==> config.mk <==
export PLATFORM = sky130hd
export DESIGN_NAME = vssf_front
export DESIGN_NICKNAME = d
export VERILOG_FILES = /design/src/hdl/voxel_shell_site_finder_defines.svh /design/src/hdl/vssf_pkg.sv /design/src/hdl/vssf_front.sv
export SDC_FILE = /design/constraint.sdc
export NUM_CORES = 1
export LEC_CHECK = 0
export BUFFER_PORTS_ARGS = -buffer_cell sky130_fd_sc_hd__buf_4
export CORE_UTILIZATION = 48
export DETAILED_ROUTE_END_ITERATION = 12
export GPL_TIMING_DRIVEN = 0
export PLACE_DENSITY = 0.7
export SETUP_SLACK_MARGIN = 0.4
export SLEW_MARGIN = 15
export SYNTH_ARGS = -nofsm -noshare
export SYNTH_HDL_FRONTEND = slang
export SYNTH_SLANG_ARGS = --single-unit
export TNS_END_PERCENT = 100
==> constraint.sdc <==
create_clock -name clk -period 8.7 [get_ports clk]
set_input_delay 0.87 -clock clk [delete_from_list [all_inputs] [get_ports clk]]
set_output_delay 0.87 -clock clk [all_outputs]
set_load 0.005 [all_outputs]
==> src/hdl/voxel_shell_site_finder_defines.svh <==
// ----------------------------------------------------------------------------
// Voxel shell site finder assertion macros
// Concurrent check macros for the site finder; empty when synthesised.
// ----------------------------------------------------------------------------
`ifndef VOXEL_SHELL_SITE_FINDER_DEFINES_SVH
`define VOXEL_SHELL_SITE_FINDER_DEFINES_SVH

`ifndef SYNTHESIS
// Same-cycle implication.
`define VSSF_ASSERT_NOW(lbl, clk, rst_n, ante, cons, msg) \
	lbl: assert property (@(posedge clk) disable iff (!rst_n) (ante) |-> (cons)) \
		else $error(msg);
// Next-cycle implication.
`define VSSF_ASSERT_NXT(lbl, clk, rst_n, ante, cons, msg) \
	lbl: assert property (@(posedge clk) disable iff (!rst_n) (ante) |=> (cons)) \
		else $error(msg);
`else
`define VSSF_ASSERT_NOW(lbl, clk, rst_n, ante, cons, msg)
`define VSSF_ASSERT_NXT(lbl, clk, rst_n, ante, cons, msg)
`endif

`endif

==> src/hdl/vssf_pkg.sv <==
// ----------------------------------------------------------------------------
// Voxel shell site finder package
// Constants, codes and item types shared by the site finder modules.
// ----------------------------------------------------------------------------
package vssf_pkg;

	localparam int GRID_DIM   = 32;
	localparam int COORD_W    = 5;
	localparam int ADDR_W     = 3 * COORD_W;
	localparam int VOXELS     = 1 << ADDR_W;
	localparam int REACH_W    = 5;
	localparam int SIZE_W     = 6;
	localparam int DIR_W      = 3;
	localparam int CFG_IDX_W  = 2;
	localparam int CFG_DATA_W = 6;
	localparam int SLOT_W     = 3;
	localparam int JOBQ_DEPTH = 2;
	localparam int JOBQ_AW    = 1;
	localparam int RESQ_DEPTH = 4;
	localparam int RESQ_AW    = 2;

	localparam logic [REACH_W-1:0] REACH_RESET = 5'd1;
	localparam logic [SIZE_W-1:0]  SIZE_RESET  = 6'd32;

	typedef logic [COORD_W-1:0] coord_t;

	typedef enum logic [0:0] {
		CMD_LOAD  = 1'b0,
		CMD_PROBE = 1'b1
	} cmd_e;

	typedef enum logic [CFG_IDX_W-1:0] {
		CFG_REACH  = 2'd0,
		CFG_SIZE_X = 2'd1,
		CFG_SIZE_Y = 2'd2,
		CFG_SIZE_Z = 2'd3
	} cfg_reg_e;

	typedef enum logic [DIR_W-1:0] {
		DIR_XN = 3'd0,
		DIR_XP = 3'd1,
		DIR_YP = 3'd2,
		DIR_YN = 3'd3,
		DIR_ZN = 3'd4,
		DIR_ZP = 3'd5
	} dir_e;

	// Memory read slots of one probe: the centre, then one per direction.
	typedef enum logic [SLOT_W-1:0] {
		SLOT_CENTRE = 3'd0,
		SLOT_XN     = 3'd1,
		SLOT_XP     = 3'd2,
		SLOT_YP     = 3'd3,
		SLOT_YN     = 3'd4,
		SLOT_ZN     = 3'd5,
		SLOT_ZP     = 3'd6
	} slot_e;

	typedef enum logic [2:0] {
		ST_CLEAR,
		ST_IDLE,
		ST_READ,
		ST_DRAIN,
		ST_DONE
	} back_state_e;

	typedef struct packed {
		logic   cmd;
		coord_t pos_x;
		coord_t pos_y;
		coord_t pos_z;
		logic   occupied;
	} item_t;

	typedef struct packed {
		logic             found;
		coord_t           site_x;
		coord_t           site_y;
		coord_t           site_z;
		logic [DIR_W-1:0] direction;
		logic             last;
	} result_t;

	typedef struct packed {
		logic [REACH_W-1:0] reach;
		logic [SIZE_W-1:0]  size_x;
		logic [SIZE_W-1:0]  size_y;
		logic [SIZE_W-1:0]  size_z;
	} cfg_t;

	typedef struct packed {
		coord_t x;
		coord_t y;
		coord_t z;
	} vox_t;

	typedef struct packed {
		logic   cmd;
		logic   occupied;
		vox_t   centre;
		coord_t xn;
		coord_t xp;
		coord_t yp;
		coord_t yn;
		coord_t zn;
		coord_t zp;
	} job_t;

endpackage

==> src/hdl/vssf_front.sv <==
// ----------------------------------------------------------------------------
// Site finder front end
// Accepts items, works out the clamped neighbour coordinates and queues jobs.
// ----------------------------------------------------------------------------
module vssf_front (
	input  logic           clk,
	input  logic           arst_n,
	input  vssf_pkg::cfg_t cfg,
	input  logic           clearing,
	input  logic           push,
	output logic           full,
	input  vssf_pkg::item_t item,
	output logic           job_valid,
	input  logic           job_take,
	output vssf_pkg::job_t job
);
	import vssf_pkg::*;

	job_t                 jobq_q [JOBQ_DEPTH];
	logic [JOBQ_AW-1:0]   wr_ptr_q;
	logic [JOBQ_AW-1:0]   rd_ptr_q;
	logic [JOBQ_AW:0]     cnt_q;
	logic                 accept;
	job_t                 new_job;
	coord_t               top_x;
	coord_t               top_y;
	coord_t               top_z;

	function automatic coord_t top_of(logic [SIZE_W-1:0] size);
		logic [SIZE_W-1:0] s;
		s = size;
		if (s == '0) begin
			s = SIZE_W'(1);
		end
		if (s > SIZE_W'(GRID_DIM)) begin
			s = SIZE_W'(GRID_DIM);
		end
		return COORD_W'(s - SIZE_W'(1));
	endfunction

	function automatic coord_t step_down(coord_t c, logic [REACH_W-1:0] r);
		logic [COORD_W:0] rr;
		rr = (COORD_W + 1)'(r);
		return ({1'b0, c} > rr) ? COORD_W'({1'b0, c} - rr) : '0;
	endfunction

	function automatic coord_t step_up(coord_t c, logic [REACH_W-1:0] r, coord_t top);
		logic [COORD_W:0] sum;
		sum = {1'b0, c} + (COORD_W + 1)'(r);
		return (sum < {1'b0, top}) ? sum[COORD_W-1:0] : top;
	endfunction

	assign full      = clearing || (cnt_q == (JOBQ_AW + 1)'(JOBQ_DEPTH));
	assign accept    = push && !full;
	assign job_valid = (cnt_q != '0);
	assign job       = jobq_q[rd_ptr_q];

	assign top_x = top_of(cfg.size_x);
	assign top_y = top_of(cfg.size_y);
	assign top_z = top_of(cfg.size_z);

	always_comb begin
		new_job.cmd      = item.cmd;
		new_job.occupied = item.occupied;
		new_job.centre.x = item.pos_x;
		new_job.centre.y = item.pos_y;
		new_job.centre.z = item.pos_z;
		new_job.xn       = step_down(item.pos_x, cfg.reach);
		new_job.xp       = step_up(item.pos_x, cfg.reach, top_x);
		new_job.yp       = step_up(item.pos_y, cfg.reach, top_y);
		new_job.yn       = step_down(item.pos_y, cfg.reach);
		new_job.zn       = step_down(item.pos_z, cfg.reach);
		new_job.zp       = step_up(item.pos_z, cfg.reach, top_z);
	end

	always_ff @(posedge clk) begin
		if (accept) begin
			jobq_q[wr_ptr_q] <= new_job;
		end
	end

	always_ff @(posedge clk or negedge arst_n) begin
		if (!arst_n) begin
			wr_ptr_q <= '0;
			rd_ptr_q <= '0;
			cnt_q    <= '0;
		end else begin
			if (accept) begin
				wr_ptr_q <= wr_ptr_q + JOBQ_AW'(1);
			end
			if (job_take) begin
				rd_ptr_q <= rd_ptr_q + JOBQ_AW'(1);
			end
			if (accept && !job_take) begin
				cnt_q <= cnt_q + (JOBQ_AW + 1)'(1);
			end else if (!accept && job_take) begin
				cnt_q <= cnt_q - (JOBQ_AW + 1)'(1);
			end
		end
	end

endmodule

# Yosys cells after proc, flatten, opt, wreduce, memory -nomap -nowiden
# Memories as Yosys holds them, arrays and structs flattened.
# Index checks and enable logic that the tools add are counted.
# W data, S select, Z words.
[classes]
addsub = 13
order_cmp = 9
eq_ne = 1
muxes = 16
n_reduce_logical = 12
[op_table]
columns = ["op", "count"]
rows = [
  ["$mux W5", 9],
  ["$add A5 B5 Y6", 3],
  ["$gt A6 B6 Y1 const B", 3],
  ["$logic_not A6 Y1", 3],
  ["$lt A6 B5 Y1", 3],
  ["$mux W6", 3],
  ["$gt A5 B5 Y1", 3],
  ["$sub A5 B1 Y5 const B", 3],
  ["$sub A5 B5 Y5", 3],
  ["$mux W2", 2],
  ["$reduce_bool A2 Y1", 2],
  ["$logic_and A1 B1 Y1", 3],
  ["$logic_not A1 Y1", 3],
  ["$add A1 B1 Y1 const B", 2],
  ["$add A2 B1 Y2 const B", 1],
  ["$eq A2 B2 Y1 const B", 1],
  ["$mux W1", 2],
  ["$sub A2 B1 Y2 const B", 1],
  ["$logic_or A1 B1 Y1", 1],
]
[word_totals]
regBits = 4
ramBits = 94
in_bits = 45
n_memories = 1
[memory_table]
columns = ["name", "depth", "width", "read_ports", "rd_ports_with_merged_regs", "wr", "line", "text"]
rows = [
  ["jobq_q", 2, 47, 1, 0, 1, "vssf_front.sv:19", "job_t jobq_q [JOBQ_DEPTH];"],
]

# Longest topological paths before layout
# Gate-level depths: netlist (run 1).
[depth]
word_depth = 8
mapped_depth = 15

# Least setup slack after synthesis (run 1)
# No wires, ideal clock.
[synth_path]
kind = "input port to flip-flop"
startpoint = "in cfg[19] in the netlist's numbering"
endpoint = "mem jobq_q[0][20] in the netlist's numbering, data pin"
setup_time_ns = 0.262
arrival_time_ns = 3.437
required_time_ns = 8.438
setup_slack_ns = 5.001
path_stages = 12
path_cell_list = "inv_1 -> fa_1 -> o21bai_1 -> a21oi_1 -> xnor2_1 -> inv_1 -> ha_1 -> a2111oi_1 -> o311ai_1 -> a41o_1 -> buf_6 -> mux2_4"
[synth_lines]
columns = ["item", "line", "text"]
rows = [
  ["start: declaration", "vssf_front.sv:8", "input vssf_pkg::cfg_t cfg,"],
  ["end: declaration", "vssf_front.sv:19", ""],
]

==> qor.yml, run 1 <==
status: "completed"
drt_pre_antenna_iters: 4
critPathSlowestCell: "fa_1"
startpoint_type: "primary input"
syn_nets: 519
tightest_slew_ps: 795
initial_core_util_pct: 50.3
dpl.hpwl_um: 8450
grt_pass1_wl_um: 17700
cpMostUsedCell: "inv_1"
cp.required_ps: 8780
ctsResizeCount: 0
period_share_pct: 43.1
cts_sinks: 98
grt.overflow.total: 0
rows: 38
synth.top_cells.by_area: "edfxtp_1, ha_1, mux2_2"
die_area_mm2: 0.0120
drt-total-wl_um: 11200
clock.fmax_mhz: 267
globalplace.congestion: 0.869
numCtsBuffers: 9
yosysMostFrequentCell: "edfxtp_1"
finalNetCount: 625
skew_ps: 10.4
syn_area_mm2: 0.00557
synth_common_cells: "edfxtp_1, inv_1, mux2_2"
ys_async_sr_fraction_pct: 4.08
drive_gt1_share_pct: 32.0
whs_ps: 328
ys_seq_area_share_pct: 52.5
grtUsageTotal_pct: 19.7
slew_violations: 0
vias: 3578
slowest_delay_ps: 540
relSlewSlack_pct: 46.8
arrival_ps: 3840
fin_tns_setup_ps: 0
numPortBuffers: 93
fill_cells: 865
rsz0062_at_grt: "no"
hp-class: "primary input to async pin"
num_antenna_cells: 0
period_minus_slack_ps: 3750
setup-violations-final: 0
ys.flop_type: "edfxtp_1"
criticalPathCategory: "primary input to register"
cts_tree: "yes"
antenna_found_initial: 0
ant_nets: 0
synth_cells: 422
synth-edff-count: 94
yosysTopAreaCell: "edfxtp_1"
syn_avg_cell_area_um2: 13.2
drc: 0
vdd_ir_drop_max_v: 0.000136
crit_family: "compound AO/OA/AOI/OAI gates"
post-cts-setup-buffer-count: 0
crit_path_cell_trace: "buf_4 -> inv_1 -> fa_1 -> o21bai_1 -> a21oi_1 -> xnor2_1 -> inv_1 -> ha_1 -> a2111oi_1 -> o311ai_1 -> a41o_1 -> buf_6 -> mux2_4"
ioPinCount: 94
htree_num_levels: 3
synth.distinct_cells: 49
clk_latency_ps: 340
root_buffer: "clkbuf_16"
fp.coreArea_mm2: 0.0111
cp_num_buf_inv: 4
drt_iter0_markers: 154
synth_warnings: 0
yosysTopAreaCellShare_pct: 50.7
vias_per_cell: 5.32
post_drt_wl_per_cell_um: 16.6
leakagePower_nw: 2.77
endpoint_kind: "register"
power.density_mw_per_mm2: 236
cts_hold_buf: 0
ys_seq_elements: 98
die_h_um: 110
syn_to_final_growth_pct: 22.1
finalHoldViolCount: 0
cp_max_fo: 9
dieWidth_um: 110
clk_pin_slew_ps: 60
clock_path_buffers: 2
drv_cap: 0
grt_max_degree: 28
grt_pass1_vias: 3633
## final cells by class
cell class	count	area (µm²)	area share (%)
buffer	12	72.6	1.07
multi-input combinational	265	2410	35.4
inverter	47	176	2.59
clock buffer	10	229	3.37
timing repair buffer	95	738	10.9
clock inverter	5	80.1	1.18
tap	140	175	2.58
sequential	98	2920	43.0
## registers in the layout, indices dropped and copies added (netlist names)
register  count
cnt_q         2
jobq_q       94
rd_ptr_q      1
wr_ptr_q      1
## logic make-up after synthesis
logic type | after synthesis | synth area share [%]
flip-flops | 98 | 52.5
adder cells (fa/ha/maj) | 52 | 12.5
AO/OA/AOI/OAI | 54 | 6.69
AND/OR/NAND/NOR | 74 | 7.77
buffers and inverters | 59 | 4.47
multiplexers | 62 | 12.5
XOR/XNOR | 23 | 3.62
## worst reg2reg max path: cells and delay by family (launching register included)
| kind | cells | cell delay, ps |
|---|---|---|
| simple gates | 2 | 820 |
| flops | 1 | 430 |
| buf+inv | 2 | 340 |
| compound gates | 1 | 190 |
## stage by stage
stage               setup slack, ps  utilization [%]  total power [mW]  cells  instance area (µm²)
floorplan                      5000                -             0.971    422                 5570
global placement               3790             58.2              1.20    655                 6440
detailed placement             4550             58.6              1.21    657                 6490
CTS                            4930             61.4              1.63    672                 6800
global route                   4750             61.4              1.70    672                 6800
finish                         4950             61.4              1.61    672                 6800
## cell usage in the layout (no fill, tap or decap), types with 6 or more instances in the layout
cell       instances
o21ai_0            7
a21oi_1           13
edfxtp_1          94
nand3_1            6
xnor2_1           17
buf_4             94
ha_1              46
o21bai_1           7
fa_1               6
inv_1             47
xor2_1             6
nor2_1            21
clkbuf_1           7
mux2_2            47
clkbuf_16          9
nor2b_1           10
mux2i_1           12
## per-layer routing
| metal | track usage (%) | part of all wire [%] | vias to the layer above |
|---|---|---|---|
| met4 | 6.76 | 1.2 | 0 |
| met1 | 25.7 | 44 | 1717 |
| li1 | - | - | 1749 |
| met3 | 2.90 | 5.5 | 8 |
| met2 | 33.6 | 49 | 104 |
| met5 | 0 | 0 | - |
## power breakdown
| group | switching, mW | total (mW) | internal, mW |
|---|---|---|---|
| logic | 0.267 | 0.571 | 0.303 |
| registers | 0.0216 | 0.628 | 0.607 |
| clock network | 0.160 | 0.409 | 0.250 |
| total | 0.448 | 1.61 | 1.16 |
## path summary, 6_finish.rpt
kind                       startpoint            end  slack, ps  depth (start not counted)
setup / recovery              cfg[19]  jobq_q[0][20]       4950                         13
hold / removal                 arst_n       rd_ptr_q        330                          1
setup reg to reg             cnt_q[0]  jobq_q[0][40]       6620                          5
hold reg to reg              cnt_q[1]       cnt_q[1]        510                          1
max in group asynchronous      arst_n       cnt_q[0]       8260                          1
min in group clk             cnt_q[1]       cnt_q[1]        510                          1
Note: power is estimated with default switching activity, not from simulation.
==> run 2: changes to the inputs <==
--- a/config.mk
+++ b/config.mk
@@ -5,6 +5,7 @@
 export SDC_FILE = /design/constraint.sdc
 export NUM_CORES = 1
 export LEC_CHECK = 0
+export ABC_AREA = 1
 export BUFFER_PORTS_ARGS = -buffer_cell sky130_fd_sc_hd__buf_4
 export CORE_UTILIZATION = 48
 export DETAILED_ROUTE_END_ITERATION = 12
==> constraint.sdc (replaced) <==
create_clock -name clk -period 3.74 [get_ports clk]
set_input_delay 0.374 -clock clk [delete_from_list [all_inputs] [get_ports clk]]
set_output_delay 0.374 -clock clk [all_outputs]
set_load 0.005 [all_outputs]
==> run 2 against run 1 <==
  * Clock power increased by 120%
  * Synthesized cell count grew 20%
  * Critical path depth shrank 1
  * Largest power group unchanged
  * Highest routed layer unchanged
==> qor.yml, run 2 <==
status: "completed"  # unchanged
grt_pass1_wl_um: 18700  # was 17700 µm
leakagePower_nw: 3.07  # was 2.77 nW
finalNonFillerCells: 761  # was 672
period_share_pct: 71.0
dieWidth_um: 111  # was 110 µm
power_mw: 3.77  # was 1.61 mW
ant_nets: 0  # unchanged
num_antenna_cells: 0  # unchanged
cp_max_fo: 9  # unchanged
grt.overflow.total: 0  # unchanged
synth_warnings: 0  # unchanged
htree_num_levels: 3  # unchanged
syn_to_final_growth_pct: 21.7  # was 22.1%
root_buffer: "clkbuf_16"  # unchanged
die_area_mm2: 0.0122  # was 0.0120 mm²
syn_avg_cell_area_um2: 11.2  # was 13.2 µm²
use_met3_pct: 5.36  # was 2.90%
arrival_ps: 2740  # was 3840 ps
endpoint_kind: "register"  # unchanged
seqPwrFrac_pct: 38.7  # was 39.1%
layout_common_cells: "buf_4, edfxtp_1, nand2_1, inv_1, mux2_2"  # was buf_4, edfxtp_1, inv_1, mux2_2, ha_1
p_clk_share_pct: 24.0  # was 25.5%
postLayoutCoreUtil_pct: 60.2  # was 61.4%
dp.cells: 744  # was 657
ioPinCount: 94  # unchanged
vias: 3908  # was 3578
drive_gt1_share_pct: 29.9  # was 32.0%
clock_path_buffers: 2  # unchanged
relSlewSlack_pct: 44.9  # was 46.8%
busiest_layer: "met2"  # unchanged
drt_iter0_markers: 184  # was 154
critPathSlowestCell: "fa_1"  # unchanged
synth-compound-area-share_pct: 3.47  # was 6.70%
synth.top_cells.by_area: "edfxtp_1, ha_1, mux2_2"  # unchanged
fin_ws_ps: 1080  # was 4950 ps
top_register: "jobq_q"  # unchanged
vias_per_cell: 5.14  # was 5.32
dp_slack_ps: 702  # was 4550 ps
synth_common_cells: "edfxtp_1, nand2_1, inv_1"  # was edfxtp_1, inv_1, mux2_2
slowest_delay_ps: 540  # about the same
globalplace.congestion: 0.850  # was 0.869
antenna_found_initial: 0  # unchanged
top_regs: "jobq_q: 94 flops, cnt_q: 2 flops"  # unchanged
synth-xor-area-share_pct: 3.86  # was 3.62%
synth.distinct_cells: 30  # was 49
clock.fmax_mhz: 377
finalNetCount: 710  # was 625
rows: 39  # was 38
use_met1_pct: 25.1  # was 25.7%
die_h_um: 111  # was 110 µm
power_frac_comb_pct: 37.3  # was 35.5%
met2_usage_pct: 33.1  # was 33.6%
yosysTopAreaCellShare_pct: 49.8  # was 50.7%
ys.flop_type: "edfxtp_1"  # unchanged
yosysTopAreaCell: "edfxtp_1"  # unchanged
rsz0062_at_grt: "no"  # unchanged
crit_family: "adder cells"  # was compound AO/OA/AOI/OAI gates
cts_tree: "yes"  # unchanged
drt-total-wl_um: 11500  # was 11200 µm
skew_ps: 4.68  # was 10.4 ps
hp-class: "primary input to register"  # was primary input to async pin
crit_path_cell_trace: "buf_4 -> inv_1 -> fa_1 -> o31ai_1 -> xor2_1 -> ha_1 -> nand3_1 -> nand3_1 -> nor2_8 -> nand2_4 -> nand2_1 -> nand2_1"  # was buf_4 -> inv_1 -> fa_1 -> o21bai_1 -> a21oi_1 -> xnor2_1 -> inv_1 -> ha_1 -> a2111oi_1 -> o311ai_1 -> a41o_1 -> buf_6 -> mux2_4
grt_max_degree: 27  # was 28
ys_seq_elements: 98  # unchanged
largest_reg_flops: 94  # unchanged
cp_num_buf_inv: 2  # was 4
numCtsBuffers: 9  # unchanged
drt_pre_antenna_iters: 5  # was 4
grtUsageTotal_pct: 19.7  # about the same
ys_seq_area_share_pct: 51.6  # was 52.5%
dpl.hpwl_um: 8670  # was 8450 µm
startpoint_type: "primary input"  # unchanged
syn_area_mm2: 0.00567  # was 0.00557 mm²
yosysMostFrequentCell: "edfxtp_1"  # unchanged
initial_core_util_pct: 49.4  # was 50.3%
clk_latency_ps: 340  # about the same
finalHoldViolCount: 0  # unchanged
power.density_mw_per_mm2: 547  # was 236 mW/mm²
slew_violations: 0  # unchanged
muxShareOfSynthArea_pct: 9.34  # was 12.5%
setup-violations-final: 0  # unchanged
grt_pass1_vias: 3925  # was 3633
cts_sinks: 98  # unchanged
post_drt_wl_per_cell_um: 15.1  # was 16.6 µm
drv_cap: 0  # unchanged
tightest_slew_ps: 825  # was 795 ps
ys_async_sr_fraction_pct: 4.08  # unchanged
p_sw_mw: 1.14  # was 448 µW
vdd_ir_drop_max_v: 0.000530  # was 0.000136 V
syn_nets: 603  # was 519
fp.coreArea_mm2: 0.0115  # was 0.0111 mm²
synth_fa_ha_area_share_pct: 12.3  # was 12.5%
criticalPathCategory: "primary input to register"  # unchanged
cp.required_ps: 3830  # was 8780 ps
p_sw_share_pct: 30.3  # was 27.9%
synth-simple-area-share_pct: 13.8  # was 7.77%
fin_tns_setup_ps: 0  # unchanged
power.internal_mw: 2.63  # was 1.16 mW
period_minus_slack_ps: 2660
synth_top_family_by_area: "simple AND/OR/NAND/NOR gates"  # was adder cells
drc: 0  # unchanged
synth_cells: 506  # was 422
clk_pin_slew_ps: 60  # about the same
numPortBuffers: 93  # unchanged
synth-edff-count: 94  # unchanged
## run 2: cell count changes after synthesis, sizes merged, moves of 6 or more
cell and delta:
nand2 +86, nand3 +29, inv +24, nor2 +17, mux2i -12, nor2b -10
xor2 +9, xnor2 -7, a21oi +6, clkbuf -6, nor4 -6
## run 2: logic make-up (layout without fill, tap and decap cells)
logic type / after synthesis / count (layout)
AND/OR/NAND/NOR: 171 / 171
buffers and inverters: 79 / 191
flip-flops: 98 / 98
XOR/XNOR: 25 / 25
AO/OA/AOI/OAI: 34 / 34
adder cells (fa/ha/maj): 52 / 52
multiplexers: 47 / 47
## run 2: what timing repair did
item,in CTS,in global routing
buffers inserted,0,0
hold endpoints to repair,4,0
resized for setup,0,0
hold buffers,1,0
## run 2: final cells by class
cell class	instances	area, µm²
plain buffers	8	55.1
clock buffers	11	233
clock inverters	5	56.3
fillers	908	4570
inverters	71	267
multi-input cells	329	2440
flip-flops and latches	98	2920
well taps	143	179
repair buffers	96	748
## run 2: worst reg2reg max path: cells and delay by family, from the launching register on
family        cells  cell delay, ps
simple gates      3            1020
flops             1             370
buf+inv           2             350
## run 2: per-layer routing
layer,part of all wire [%],vias to the layer above
met5,0,-
met4,1.3,0
met3,5.9,8
met2,49,112
met1,43,1855
li1,-,1933
## run 2: stage by stage
step / instance area (µm²) / hold slack, ps
2_1_floorplan: 5670 / 78.4
3_3_place_gp: 6550 / 172
3_5_place_dp: 6600 / 174
4_1_cts: 6900 / 198
5_1_grt: 6900 / 198
6_report: 6900 / 209
## run 2: path summary, 6_finish.rpt
path / startpoint / end / slack, ps / cells after the start
worst max-delay path: cfg[19] / jobq_q[0][3] / 1080 / 12
worst min-delay path: job_take / rd_ptr_q / 210 / 2
worst max register to register: cnt_q[0] / jobq_q[1][1] / 1680 / 5
worst min register to register: cnt_q[0] / cnt_q[0] / 500 / 1
max in group asynchronous: arst_n / cnt_q[1] / 3280 / 2
min in group asynchronous: arst_n / wr_ptr_q / 360 / 2
## run 2: power by group through the flow
stage / logic [mW] / clock network [mW] / registers, mW
after CTS: 1.43 / 0.928 / 1.46
after floorplan: 0.841 / 0 / 1.48
after detailed placement: 1.42 / 0 / 1.49
after global routing: 1.55 / 0.971 / 1.47
final: 1.41 / 0.907 / 1.46
after global placement: 1.37 / 0 / 1.49
