## src/hdl/voxel_shell_site_finder_defines.svh

```systemverilog
// ----------------------------------------------------------------------------
// Voxel shell site finder assertion macros
// Concurrent check macros for the site finder; empty when synthesised.
// ----------------------------------------------------------------------------
`ifndef VOXEL_SHELL_SITE_FINDER_DEFINES_SVH
`define VOXEL_SHELL_SITE_FINDER_DEFINES_SVH

`ifndef SYNTHESIS
// Same-cycle implication.
`define VSSF_ASSERT_NOW(lbl, clk, rst_n, ante, cons, msg) \
	lbl: assert property (@(posedge clk) disable iff (!rst_n) (ante) |-> (cons)) \
		else $error(msg);
// Next-cycle implication.
`define VSSF_ASSERT_NXT(lbl, clk, rst_n, ante, cons, msg) \
	lbl: assert property (@(posedge clk) disable iff (!rst_n) (ante) |=> (cons)) \
		else $error(msg);
`else
`define VSSF_ASSERT_NOW(lbl, clk, rst_n, ante, cons, msg)
`define VSSF_ASSERT_NXT(lbl, clk, rst_n, ante, cons, msg)
`endif

`endif

```

## src/hdl/vssf_pkg.sv

```systemverilog
// ----------------------------------------------------------------------------
// Voxel shell site finder package
// Constants, codes and item types shared by the site finder modules.
// ----------------------------------------------------------------------------
package vssf_pkg;

	localparam int GRID_DIM   = 32;
	localparam int COORD_W    = 5;
	localparam int ADDR_W     = 3 * COORD_W;
	localparam int VOXELS     = 1 << ADDR_W;
	localparam int REACH_W    = 5;
	localparam int SIZE_W     = 6;
	localparam int DIR_W      = 3;
	localparam int CFG_IDX_W  = 2;
	localparam int CFG_DATA_W = 6;
	localparam int SLOT_W     = 3;
	localparam int JOBQ_DEPTH = 2;
	localparam int JOBQ_AW    = 1;
	localparam int RESQ_DEPTH = 4;
	localparam int RESQ_AW    = 2;

	localparam logic [REACH_W-1:0] REACH_RESET = 5'd1;
	localparam logic [SIZE_W-1:0]  SIZE_RESET  = 6'd32;

	typedef logic [COORD_W-1:0] coord_t;

	typedef enum logic [0:0] {
		CMD_LOAD  = 1'b0,
		CMD_PROBE = 1'b1
	} cmd_e;

	typedef enum logic [CFG_IDX_W-1:0] {
		CFG_REACH  = 2'd0,
		CFG_SIZE_X = 2'd1,
		CFG_SIZE_Y = 2'd2,
		CFG_SIZE_Z = 2'd3
	} cfg_reg_e;

	typedef enum logic [DIR_W-1:0] {
		DIR_XN = 3'd0,
		DIR_XP = 3'd1,
		DIR_YP = 3'd2,
		DIR_YN = 3'd3,
		DIR_ZN = 3'd4,
		DIR_ZP = 3'd5
	} dir_e;

	// Memory read slots of one probe: the centre, then one per direction.
	typedef enum logic [SLOT_W-1:0] {
		SLOT_CENTRE = 3'd0,
		SLOT_XN     = 3'd1,
		SLOT_XP     = 3'd2,
		SLOT_YP     = 3'd3,
		SLOT_YN     = 3'd4,
		SLOT_ZN     = 3'd5,
		SLOT_ZP     = 3'd6
	} slot_e;

	typedef enum logic [2:0] {
		ST_CLEAR,
		ST_IDLE,
		ST_READ,
		ST_DRAIN,
		ST_DONE
	} back_state_e;

	typedef struct packed {
		logic   cmd;
		coord_t pos_x;
		coord_t pos_y;
		coord_t pos_z;
		logic   occupied;
	} item_t;

	typedef struct packed {
		logic             found;
		coord_t           site_x;
		coord_t           site_y;
		coord_t           site_z;
		logic [DIR_W-1:0] direction;
		logic             last;
	} result_t;

	typedef struct packed {
		logic [REACH_W-1:0] reach;
		logic [SIZE_W-1:0]  size_x;
		logic [SIZE_W-1:0]  size_y;
		logic [SIZE_W-1:0]  size_z;
	} cfg_t;

	typedef struct packed {
		coord_t x;
		coord_t y;
		coord_t z;
	} vox_t;

	typedef struct packed {
		logic   cmd;
		logic   occupied;
		vox_t   centre;
		coord_t xn;
		coord_t xp;
		coord_t yp;
		coord_t yn;
		coord_t zn;
		coord_t zp;
	} job_t;

endpackage

```

## src/hdl/vssf_res_q.sv

```systemverilog
// ----------------------------------------------------------------------------
// Site finder result queue
// Small queue that holds result items until the receiver takes them.
// ----------------------------------------------------------------------------
module vssf_res_q (
	input  logic                       clk,
	input  logic                       arst_n,
	input  logic                       wr_en,
	input  vssf_pkg::result_t          wr_data,
	output logic [vssf_pkg::RESQ_AW:0] free_slots,
	input  logic                       rd_en,
	output logic                       empty,
	output vssf_pkg::result_t          rd_data
);
	import vssf_pkg::*;

	result_t              entry_q [RESQ_DEPTH];
	logic [RESQ_AW-1:0]   wr_ptr_q;
	logic [RESQ_AW-1:0]   rd_ptr_q;
	logic [RESQ_AW:0]     cnt_q;
	logic                 do_rd;

	assign empty      = (cnt_q == '0);
	assign do_rd      = rd_en && !empty;
	assign rd_data    = entry_q[rd_ptr_q];
	assign free_slots = (RESQ_AW + 1)'(RESQ_DEPTH) - cnt_q;

	always_ff @(posedge clk) begin
		if (wr_en) begin
			entry_q[wr_ptr_q] <= wr_data;
		end
	end

	always_ff @(posedge clk or negedge arst_n) begin
		if (!arst_n) begin
			wr_ptr_q <= '0;
			rd_ptr_q <= '0;
			cnt_q    <= '0;
		end else begin
			if (wr_en) begin
				wr_ptr_q <= wr_ptr_q + RESQ_AW'(1);
			end
			if (do_rd) begin
				rd_ptr_q <= rd_ptr_q + RESQ_AW'(1);
			end
			if (wr_en && !do_rd) begin
				cnt_q <= cnt_q + (RESQ_AW + 1)'(1);
			end else if (!wr_en && do_rd) begin
				cnt_q <= cnt_q - (RESQ_AW + 1)'(1);
			end
		end
	end

endmodule

```

## config.mk

```make
export PLATFORM = sky130hd
export DESIGN_NAME = vssf_res_q
export DESIGN_NICKNAME = d
export VERILOG_FILES = /design/src/hdl/voxel_shell_site_finder_defines.svh /design/src/hdl/vssf_pkg.sv /design/src/hdl/vssf_res_q.sv
export SDC_FILE = /design/constraint.sdc
export NUM_CORES = 1
export LEC_CHECK = 0
export ABC_AREA = 1
export BUFFER_PORTS_ARGS = -buffer_cell sky130_fd_sc_hd__buf_4
export CAP_MARGIN = 20
export CELL_PAD_IN_SITES_DETAIL_PLACEMENT = 1
export CELL_PAD_IN_SITES_GLOBAL_PLACEMENT = 2
export CORE_UTILIZATION = 39
export CTS_BUF_LIST = sky130_fd_sc_hd__clkbuf_4
export DETAILED_ROUTE_END_ITERATION = 6
export HOLD_SLACK_MARGIN = 0.05
export PLACE_DENSITY_LB_ADDON = 0.2
export SYNTH_ARGS = -nofsm -noshare
export SYNTH_HDL_FRONTEND = slang
export SYNTH_SLANG_ARGS = --single-unit
```

## constraint.sdc

```tcl
create_clock -name clk -period 2.7 [get_ports clk]
set_clock_uncertainty 0.15 [all_clocks]
set_input_delay 0.135 -clock clk [delete_from_list [all_inputs] [get_ports clk]]
set_output_delay 0.135 -clock clk [all_outputs]
set_load 0.02 [all_outputs]
```

**After elaboration in Yosys (flattened, before gate mapping)**

Memories as Yosys holds them, arrays and structs flattened.
Index checks and enable logic that the tools add are counted.

- Reductions and logical operators: 8
- Multiplexer cells: 4
- Add/sub/neg operators: 5

Operator list:

| kind | count |
|---|---|
| two-way mux 3 bit | 2 |
| adder 2 x 1 -> 2 bit, second input constant | 2 |
| adder 3 x 1 -> 3 bit, second input constant | 1 |
| logical AND 1 bit | 3 |
| zero test 1 bit | 3 |
| zero test 3 bit | 1 |
| subtractor 3 x 1 -> 3 bit, second input constant | 1 |
| subtractor 3 bit, first input constant | 1 |
| two-way mux 1 bit | 2 |
| nonzero test 2 bit | 1 |

- Memories kept: 1
- Bits of input ports: 24
- Word-level logic and storage cells: 21
- Output and inout port bits: 24
- Bits in writable memories: 80
- Register bits: 7

Memories:

| memory | words | width | rd ports | clocked after Yosys merged registers in | write ports | line | text |
|---|---|---|---|---|---|---|---|
| entry_q | 4 | 20 | 1 | 0 | 1 | vssf_res_q.sv:17 | `result_t entry_q [RESQ_DEPTH];` |

**Logic depth before layout (Yosys ltp)**

Gate-level depths: netlist of run 1.

- Depth after elaboration: 6
- Depth in mapped cells: 13

**Least setup slack after synthesis of run 1**

No wires, ideal clock.

- Path kind: reg-to-reg
- Start: register cnt_q[0]
- End: register cnt_q[2]
- Library setup time: 117 ps
- Arrival: 1872 ps
- Period minus slack after synthesis: 2139 ps
- Cell stages (with the launch flop): 13
- Slack: 561 ps
- Cell sequence: dfrtp_1 inv_1 ha_1 ha_1 inv_1 nand2_1 ha_1 inv_1 fa_1 nand2_1 nand3_1 nand2_1 nand2_1

- Cells in the longest elaborated chain, start to end: 6

RTL lines:

| item | line | text |
|---|---|---|
| start: declaration | vssf_res_q.sv:20 | `logic [RESQ_AW:0] cnt_q;` |
| start signal: assignment | vssf_res_q.sv:47 | `cnt_q <= cnt_q + (RESQ_AW + 1)'(1);` |
| start signal: assignment | vssf_res_q.sv:49 | `cnt_q <= cnt_q - (RESQ_AW + 1)'(1);` |
| zero test 3 bit (*) | vssf_res_q.sv:23 | `assign empty = (cnt_q == '0);` |
| named net empty | vssf_res_q.sv:12 | `output logic empty,` |
| zero test 1 bit (*) | vssf_res_q.sv:24 | `assign do_rd = rd_en && !empty;` |
| logical AND 1 bit (*) | vssf_res_q.sv:24 |  |
| zero test 1 bit | vssf_res_q.sv:46 | `if (wr_en && !do_rd) begin` |
| logical AND 1 bit | vssf_res_q.sv:46 |  |
| two-way mux 3 bit or nonzero test 2 bit (tied branches) | - |  |

The timed path passes the listed nets; every way through them passes the cells marked *. The select of a mux whose other input is x is not followed.
A chain may end at the register's enable or synchronous reset.

==> reports/results.tsv, run 1 <==
metric	value	unit
cts_tree	yes	
slowest_delay	0.53	ns
cts_setup_buffers	0	
cts_root_buf	clkbuf_4	
synthesis.nets	320	
relSlewSlack	48.5	%
ctsResizeCount	0	
die_x	99.0	um
hold_buffers	24	
cts.sinks	87	
drt-initial-drc-count	54	
fin_crit	2.24	ns
regToRegSetupSlack	0.50	ns
vias	2227	
r2r-end	cnt_q[2]	
max_freq	446	MHz
numCtsBuffers	9	
drive_gt1_share	19.7	%
outcome	completed	
viasPerCell	4.68	
die_h	99.0	um
cts_buffer_depth	2	
die_area	9800	sq um
period_share	83.1	%
first_pass_iters	4	
worstPathArrival	1.96	ns
synth_area	3670	sq um
drv_slew	0	
cp-start-kind	flop	
r2r_cells	12	
rsz0062_at_grt	false	
area_growth	21.8	%
yosysWarningCount	0	
synth_area_per_cell	12.7	sq um
io_buffers	47	
grt_pass1_wl	11000	um
clkLatencyLatePin	0.40	ns
fp.coreArea	9200	sq um
cap_violations	0	
grt_usage	15.1	%
end_kind	output port	
rows	35	
powerDensity	1030	nW/um^2
fin_hold_ws	0.308	ns
hold_path.class	in -> reg	
ant_nets	0	
hold_viol_final	0	
leakage	1.88	nW
grt_pass1_vias	2246	
place.gp.congestion	0.730	
antenna_found_initial	0	
clk_pin_slew	0.13	ns
start_util	39.9	%
fin_nets	393	
layout_commonest_cell	edfxtp_1	
routedWlPerCell	14.1	um
ff_latch_area	2580	sq um
slowest_stage	inv_4	
multi_input_area	758	sq um
ys_types	22	
grt-ovfl-total	0	
grt_max_degree	83	
num_io_pins	48	
dp_hpwl	4140	um
ys_seq_area_share	70.2	%
required	2.41	ns
routed_wl	6690	um
worstPathMaxFanout	82	
r2r-start	cnt_q[0]	
endpoint	rd_data[7]	
drc	0	
cp_common_cell	nand2_1	
yosys_register_bits	87	
ir_drop	0.610	mV
path_cells	inv_4 > nand2_1 > o211ai_1 > nand2_1 > buf_4	
worstSetupPathType	reg -> out	
synth_cells	288	
cp-startpoint	rd_ptr_q[0]	
fill_cells	993	
tns	0	ns
final_cell_mix	edfxtp_1 (80), nand2_1 (73), inv_1 (54)	
setup_viol	0	
antennaDiodeCount	0	
htree_levels	3	
worstMarginPinSlew	0.773	ns
-- per-layer routing --
metal	share of wire (%)	up-vias	GRT usage, %
li1	-	1123	-
met4	1.6	0	6.43
met5	0	-	0
met1	45	1062	17.9
met3	2.5	10	2.70
met2	51	32	27.1
-- sequential cells by signal, indices dropped and copies added (netlist names) --
| name | flops |
|---|---|
| cnt_q | 3 |
| entry_q | 80 |
| rd_ptr_q | 2 |
| wr_ptr_q | 2 |
-- cells by family after synthesis --
kind of cell / after synthesis / share of synthesized area [%]
buffers and inverters: 70 / 9.13
adder cells (fa/ha/maj): 8 / 2.93
AND/OR/NAND/NOR: 77 / 7.98
AO/OA/AOI/OAI: 44 / 9.27
flip-flops: 87 / 70.2
XOR/XNOR: 2 / 0.477
-- Yosys cell counts --
cell	number	area share, %
a21oi_1	1	0.14
buf_2	4	0.55
buf_4	1	0.20
buf_6	8	2.5
clkbuf_2	1	0.14
dfrtp_1	7	4.8
edfxtp_1	80	65
fa_1	1	0.55
ha_1	7	2.4
inv_1	54	5.5
inv_2	1	0.10
inv_4	1	0.17
nand2_1	73	7.5
nand3_1	1	0.14
nand4_1	1	0.17
nor2_1	2	0.20
o211ai_1	36	7.4
o211ai_2	4	1.4
o21ai_0	2	0.27
o21ai_1	1	0.14
xnor2_1	1	0.24
xor2_1	1	0.24
-- worst max-delay path: cells and delay by family (launching register included) --
kind	cells	cell delay, ns
buffers and inverters	2	0.70
DFF	1	0.43
and+or+nand+nor	2	0.23
AOI/OAI and AO/OA	1	0.13
-- worst min-delay path by stage --
stage / startpoint / end / slack, ns / cells after the start
5_1_grt: wr_data[12] / entry_q[0][12] / 0.28 / 2
3_3_place_gp: arst_n / cnt_q[2] / -0.19 / 1
6_report: wr_data[4] / entry_q[0][4] / 0.31 / 2
2_1_floorplan: arst_n / cnt_q[0] / -0.31 / 0
4_1_cts: wr_data[8] / entry_q[1][8] / 0.28 / 2
3_5_place_dp: arst_n / cnt_q[1] / -0.19 / 1
-- per-stage QoR --
stage / total power, mW / util [%] / setup WS (ns) / instance area (sq um) / std cells
final: 4.62 / 48.6 / 0.456 / 4470 / 476
after global routing: 4.94 / 48.6 / 0.285 / 4470 / 476
after CTS: 4.70 / 48.6 / 0.407 / 4470 / 476
after detailed placement: 3.89 / 44.3 / 0.515 / 4080 / 437
after global placement: 3.85 / 44.3 / 0.599 / 4080 / 437
after floorplan: 3.26 / - / 0.561 / 3670 / 288
-- where the power goes --
group | switching (mW) | total, mW | internal (mW)
Sequential | 0.0959 | 1.87 | 1.77
Combinational | 1.24 | 1.97 | 0.724
Clock | 0.415 | 0.784 | 0.370
Total | 1.75 | 4.62 | 2.87
-- cell type report --
type / count / share of cell area (%)
clock buffers: 9 / 1.51
clock inverters: 6 / 1.93
inverters: 56 / 4.76
multi-input cells: 131 / 17.0
flip-flops and latches: 87 / 57.6
well taps: 111 / 3.11
repair buffers: 76 / 14.1
No activity file was read; power rests on OpenSTA's default activity.
==> run 2, diff against run 1 <==
clock period = 2.3 ns   (was 2.7 ns; I/O delays follow)
==> reports/results.tsv, run 2 (synthesis gave the netlist of run 1 again) <==
metric	value	unit	change
worstPathMaxFanout	3		-96%
fin_crit	2.18	ns	
grt-ovfl-total	0		unchanged
leakage	1.88	nW	+0.37%
viasPerCell	4.70		+0.48%
largest_reg_flops	80		unchanged
relSlewSlack	68.1	%	+20 points
rsz0062_at_grt	true		
period_share	94.9	%	
drive_gt1_share	21.6	%	+1.8 points
place_inst	441		+0.92%
final_cell_mix	edfxtp_1 (80), nand2_1 (73), inv_1 (54), buf_4 (54), o211ai_1 (36)		
fill_cells	1003		+1.0%
clk_pin_slew	0.14	ns	about the same
max_freq	458	MHz	
numCtsBuffers	9		unchanged
htree_levels	3		unchanged
outcome	completed		
finalNonFillerCells	482		+1.3%
routed_wl	6960	um	+4.0%
hold_path.class	in -> reg		
antenna_found_initial	0		unchanged
dp_hpwl	4460	um	+7.7%
gr-usage-met3	3.62	%	+0.92 points
setup_viol	0		unchanged
grt_pass1_vias	2266		+0.89%
die_area	9800	sq um	unchanged
grt_util_met2	26.9	%	-0.16 points
required	2.47	ns	+0.06 ns
layout_commonest_cell	edfxtp_1		
area_growth	23.1	%	
io_buffers	47		unchanged
rows	35		unchanged
vias	2266		+1.8%
place.gp.congestion	0.700		-4.2%
first_pass_iters	4		unchanged
worstMarginPinSlew	0.478	ns	-0.295 ns
cap_violations	0		unchanged
fp.coreArea	9200	sq um	unchanged
drc	0		unchanged
worstPathArrival	2.35	ns	+0.39 ns
drt-initial-drc-count	105		+94%
cts_buffer_depth	2		unchanged
cp-start-kind	flop		
num_io_pins	48		unchanged
routedWlPerCell	14.4	um	+2.7%
postLayoutCoreUtil	49.1	%	+0.50 points
clkLatencyLatePin	0.43	ns	+0.03 ns
fin_nets	398		+1.3%
hold_viol_final	0		unchanged
grt_pass1_wl	11300	um	+2.7%
grt_usage	15.8	%	+0.63 points
ir_drop	0.706	mV	+16%
powerDensity	1190	nW/um^2	+16%
antennaDiodeCount	0		unchanged
die_x	99.0	um	unchanged
reg_top3	entry_q: 80 flops, cnt_q: 3 flops		
end_kind	flop		
die_h	99.0	um	unchanged
ant_nets	0		unchanged
tns	0	ns	unchanged
cts_tree	yes		
cts_root_buf	clkbuf_4		
cts.sinks	87		unchanged
drv_slew	0		unchanged
grt.met1_usage	19.2	%	+1.3 points
regMostFlops	entry_q		
worstSetupPathType	reg -> reg		
start_util	39.9	%	unchanged
grt_max_degree	42		-49%
busiest_layer	met2		
==> run 2: changes by cell type in the layout (fill, tap and decap cells not counted), moves of 2 or more <==
cell	before	now
bufinv_16	2	0
clkinv_4	2	0
clkinvlp_4	0	3
buf_12	0	3
inv_6	0	3
buf_4	52	54
==> run 2: worst paths after layout <==
kind                       startpoint       endpoint  slack (ns)  cells after the start
setup / recovery             cnt_q[1]       cnt_q[2]        0.12                     12
hold / removal             wr_data[3]  entry_q[2][3]        0.27                      2
setup reg to reg             cnt_q[1]       cnt_q[2]        0.12                     12
hold reg to reg              cnt_q[2]       cnt_q[2]        0.37                      2
max in group asynchronous      arst_n       cnt_q[0]        1.20                      3
min in group asynchronous      arst_n    wr_ptr_q[1]        0.49                      3
==> run 2: metrics by stage <==
step                hold WS, ns  power (mW)  cell area [sq um]  setup slack [ns]
floorplan                -0.331        3.83               3670             0.161
global placement         -0.214        4.62               4150             0.198
detailed placement       -0.209        4.68               4150            0.0762
CTS                       0.233        5.47               4500            0.0442
global route              0.233        5.78               4520           -0.0339
finish                    0.270        5.40               4520             0.118
==> run 2: repair_timing <==
action,CTS,global route
setup endpoints to repair,0,6
gates resized for setup,0,3
hold buffers,24,0
endpoints found under the hold margin,92,0
buffers inserted,0,1
==> run 2: worst max-delay path: stages (launching register included) <==
cell and delay, ns:
dfrtp_1 0.43, inv_1 0.09, ha_1 0.14, ha_1 0.16
inv_1 0.06, nand2_1 0.11, ha_2 0.19, inv_1 0.06
fa_1 0.38, nand2_1 0.11, nand3_1 0.08, nand2_1 0.07
nand2_1 0.05
==> run 2: report_power, final <==
part / leakage [nW] / switching (mW) / internal (mW)
clock network: 0.0571 / 0.519 / 0.238
registers: 0.817 / 0.114 / 2.08
logic: 1.01 / 1.50 / 0.942
==> run 2: metal layers <==
layer / up-vias / part of all wire, %
li1: 1136 / -
met1: 1083 / 45
met2: 36 / 51
met3: 11 / 2.7
met4: 0 / 1.9
met5: - / 0
==> run 2: layout make-up <==
class | count | area (sq um) | area share [%]
Sequential cell | 87 | 2580 | 57.1
Multi-Input combinational cell | 131 | 761 | 16.8
Timing Repair Buffer | 81 | 706 | 15.6
Inverter | 56 | 215 | 4.76
Tap cell | 111 | 139 | 3.07
Clock buffer | 10 | 75.1 | 1.66
Clock inverter | 6 | 43.8 | 0.969
==> run 3, diff against run 2 <==
ABC_AREA = not set   (was 1)
==> reports/results.tsv, run 3 <==
metric	value	unit	change
outcome	completed		
placed_area	3870	sq um	-6.7%
relSlewSlack	70.7	%	+2.6 points
yosys_register_bits	87		unchanged
clk_pin_slew	0.14	ns	about the same
synth_top_area_share	72.3	%	+6.8 points
cp-start-kind	flop		
dp_hpwl	3980	um	-11%
ant_nets	0		unchanged
worstSetupPathType	reg -> reg		
synth_area_per_cell	23.2	sq um	+82%
grt_pass1_wl	9510	um	-16%
drt-initial-drc-count	64		-39%
grt_usage	15.2	%	-0.59 points
die_area	8900	sq um	-9.3%
multi_input_area	693	sq um	-8.9%
drv_slew	0		unchanged
p_seq_share	43.9	%	+3.2 points
endpoint	cnt_q[2]		
worstMarginPinSlew	0.439	ns	-0.0384 ns
grt_max_degree	23		-45%
ir_drop	0.837	mV	+19%
grt_pass1_vias	1843		-19%
synth_cells	143		-50%
leakage	1.55	nW	-18%
switching_share	33.7	%	-5.8 points
ff_latch_area	2580	sq um	about the same
yosysMostFrequentCell	edfxtp_1		
ys_types	19		-14%
cts_root_buf	clkbuf_4		
clkPwrFrac	14.4	%	+0.4 points
synth_area	3320	sq um	-9.4%
period_share	95.5	%	+0.61 points
r2r_cells	10		-2
vias	1646		-27%
first_pass_iters	4		unchanged
r2r-end	cnt_q[2]		
fin_hold_ws	0.281	ns	+0.0108 ns
start_util	40.5	%	+0.54 points
fill_cells	748		-25%
end_kind	flop		
numCtsBuffers	9		unchanged
synthesis.nets	175		-45%
cp-startpoint	cnt_q[1]		
layout_commonest_cell	edfxtp_1		
cap_violations	0		unchanged
place.gp.congestion	0.610		-13%
routed_wl	5990	um	-14%
required	2.51	ns	+0.04 ns
area_growth	27.9	%	
p_int	3.34	mW	+2.2%
tns	0	ns	unchanged
synthTopCellsByArea	edfxtp_1 (72%), mux4_2 (12%), dfrtp_1 (5.3%)		
viasPerCell	4.81		+2.4%
largest_reg_flops	80		unchanged
ys_seq_area_share	77.5	%	+7.3 points
yosys.area.top_type	edfxtp_1		
power_frac_comb	41.7	%	-3.6 points
antennaDiodeCount	0		unchanged
yosys-top-cells-count	edfxtp_1 (80), mux4_2 (18), dfrtp_1 (7), ha_1 (7), inv_1 (7)		
fin_crit	2.20	ns	+0.0139 ns
cts_tree	yes		
hold_path.class	in -> reg		
grt-ovfl-total	0		unchanged
final_cell_mix	edfxtp_1 (80), buf_4 (57), dlygate4sd3_1 (24)		
cts_buffer_depth	2		unchanged
routedWlPerCell	17.5	um	+21%
io_buffers	47		unchanged
synth_edf_count	80		unchanged
setup_viol	0		unchanged
worstPathArrival	2.40	ns	+0.05 ns
synth-async-reset-ratio	8.05	%	unchanged
regMostFlops	entry_q		
drc	0		unchanged
drive_gt1_share	40.1	%	+19 points
clkLatencyLatePin	0.42	ns	about the same
htree_levels	3		unchanged
p_sw	1.69	mW	-21%
reg_top3	entry_q: 80 flops, cnt_q: 3 flops		
hold_viol_final	0		unchanged
num_io_pins	48		unchanged
regToRegSetupSlack	0.10	ns	about the same
max_freq	455	MHz	-0.63%
powerDensity	1180	nW/um^2	-0.95%
synth_ff_type	edfxtp_1		
final_area	4250	sq um	-5.9%
cts.sinks	87		unchanged
fp.coreArea	8220	sq um	-11%
r2r-start	cnt_q[1]		
yosysWarningCount	0		unchanged
fin_nets	264		-34%
rows	33		-5.7%
worstPathMaxFanout	2		-1
antenna_found_initial	0		unchanged
die_x	94.3	um	-4.7%
die_h	94.3	um	-4.7%
run 3: cell types whose count changed after synthesis, sizes merged, moves of 2 or more:
cell    before  now
and2         0    4
nand2       73    1
o211ai      40    0
inv         56    7
mux4         0   20
o21ai        3    1
buf         13    5
xnor2        1    4
run 3: power by group through the flow:
stage	registers (mW)	logic, mW	clock network (mW)
after floorplan	2.20	1.30	0
after global placement	2.23	2.02	0
after detailed placement	2.26	2.06	0
after CTS	2.23	2.10	0.765
after global routing	2.25	2.26	0.823
final	2.21	2.10	0.725
run 3: worst min path at each step:
| stage | startpoint | cells after the start | endpoint |
|---|---|---|---|
| 2_1_floorplan | arst_n | 0 | cnt_q[0] |
| 3_3_place_gp | arst_n | 1 | cnt_q[0] |
| 3_5_place_dp | arst_n | 1 | cnt_q[0] |
| 4_1_cts | wr_data[17] | 2 | entry_q[1][17] |
| 5_1_grt | wr_data[12] | 2 | entry_q[3][12] |
| 6_report | wr_data[3] | 2 | entry_q[0][3] |
run 3: per-layer routing:
metal | up-vias | part of all wire, % | routed length [um] | GRT usage (%)
met5 | - | 0 | 0 | 0
met2 | 39 | 54 | 3210 | 26.4
met1 | 841 | 40 | 2410 | 17.8
met4 | 0 | 1.7 | 104 | 6.54
met3 | 9 | 4.3 | 258 | 3.88
li1 | 757 | - | - | -
run 3: metrics by stage:
| step | total power [mW] | setup WS [ns] | cells | util, % |
|---|---|---|---|---|
| global placement | 4.25 | 0.142 | 300 | 47.1 |
| detailed placement | 4.32 | 0.0214 | 300 | 47.1 |
| finish | 5.03 | 0.104 | 342 | 51.8 |
| global route | 5.33 | -0.0155 | 342 | 51.8 |
| CTS | 5.09 | 0.00178 | 340 | 51.4 |
| floorplan | 3.50 | 0.0126 | 143 | - |
run 3: critical path, stage by stage (launching register included):
cell,delay (ns)
dfrtp_1,0.41
inv_1,0.07
ha_1,0.15
ha_2,0.17
nand2b_4,0.13
ha_2,0.18
inv_1,0.05
fa_1,0.37
xor2_1,0.16
nor2_1,0.14
xnor2_1,0.13
run 3: cells by family (layout without fill, tap and decap cells):
group	count (synthesis)	after routing	synth area share, %
AND/OR/NAND/NOR	8	8	1.39
XOR/XNOR	6	6	1.58
multiplexers	21	21	14.1
buffers and inverters	12	106	1.99
AO/OA/AOI/OAI	1	1	0.150
adder cells (fa/ha/maj)	8	8	3.24
flip-flops	87	87	77.5
run 3: layout make-up:
class                           count  area share, %
Clock buffer                        9           1.59
Clock inverter                      7           1.15
Inverter                            7          0.618
Multi-Input combinational cell     44           16.3
Sequential cell                    87           60.6
Tap cell                          105           3.09
Timing Repair Buffer               83           16.7
run 3: repair_timing:
action / in CTS / in global routing
hold buffers: 24 / 0
endpoints found under the setup margin: 0 / 2
setup buffers: 0 / 2
gates resized for setup: 0 / 3
hold endpoints to repair: 93 / 0
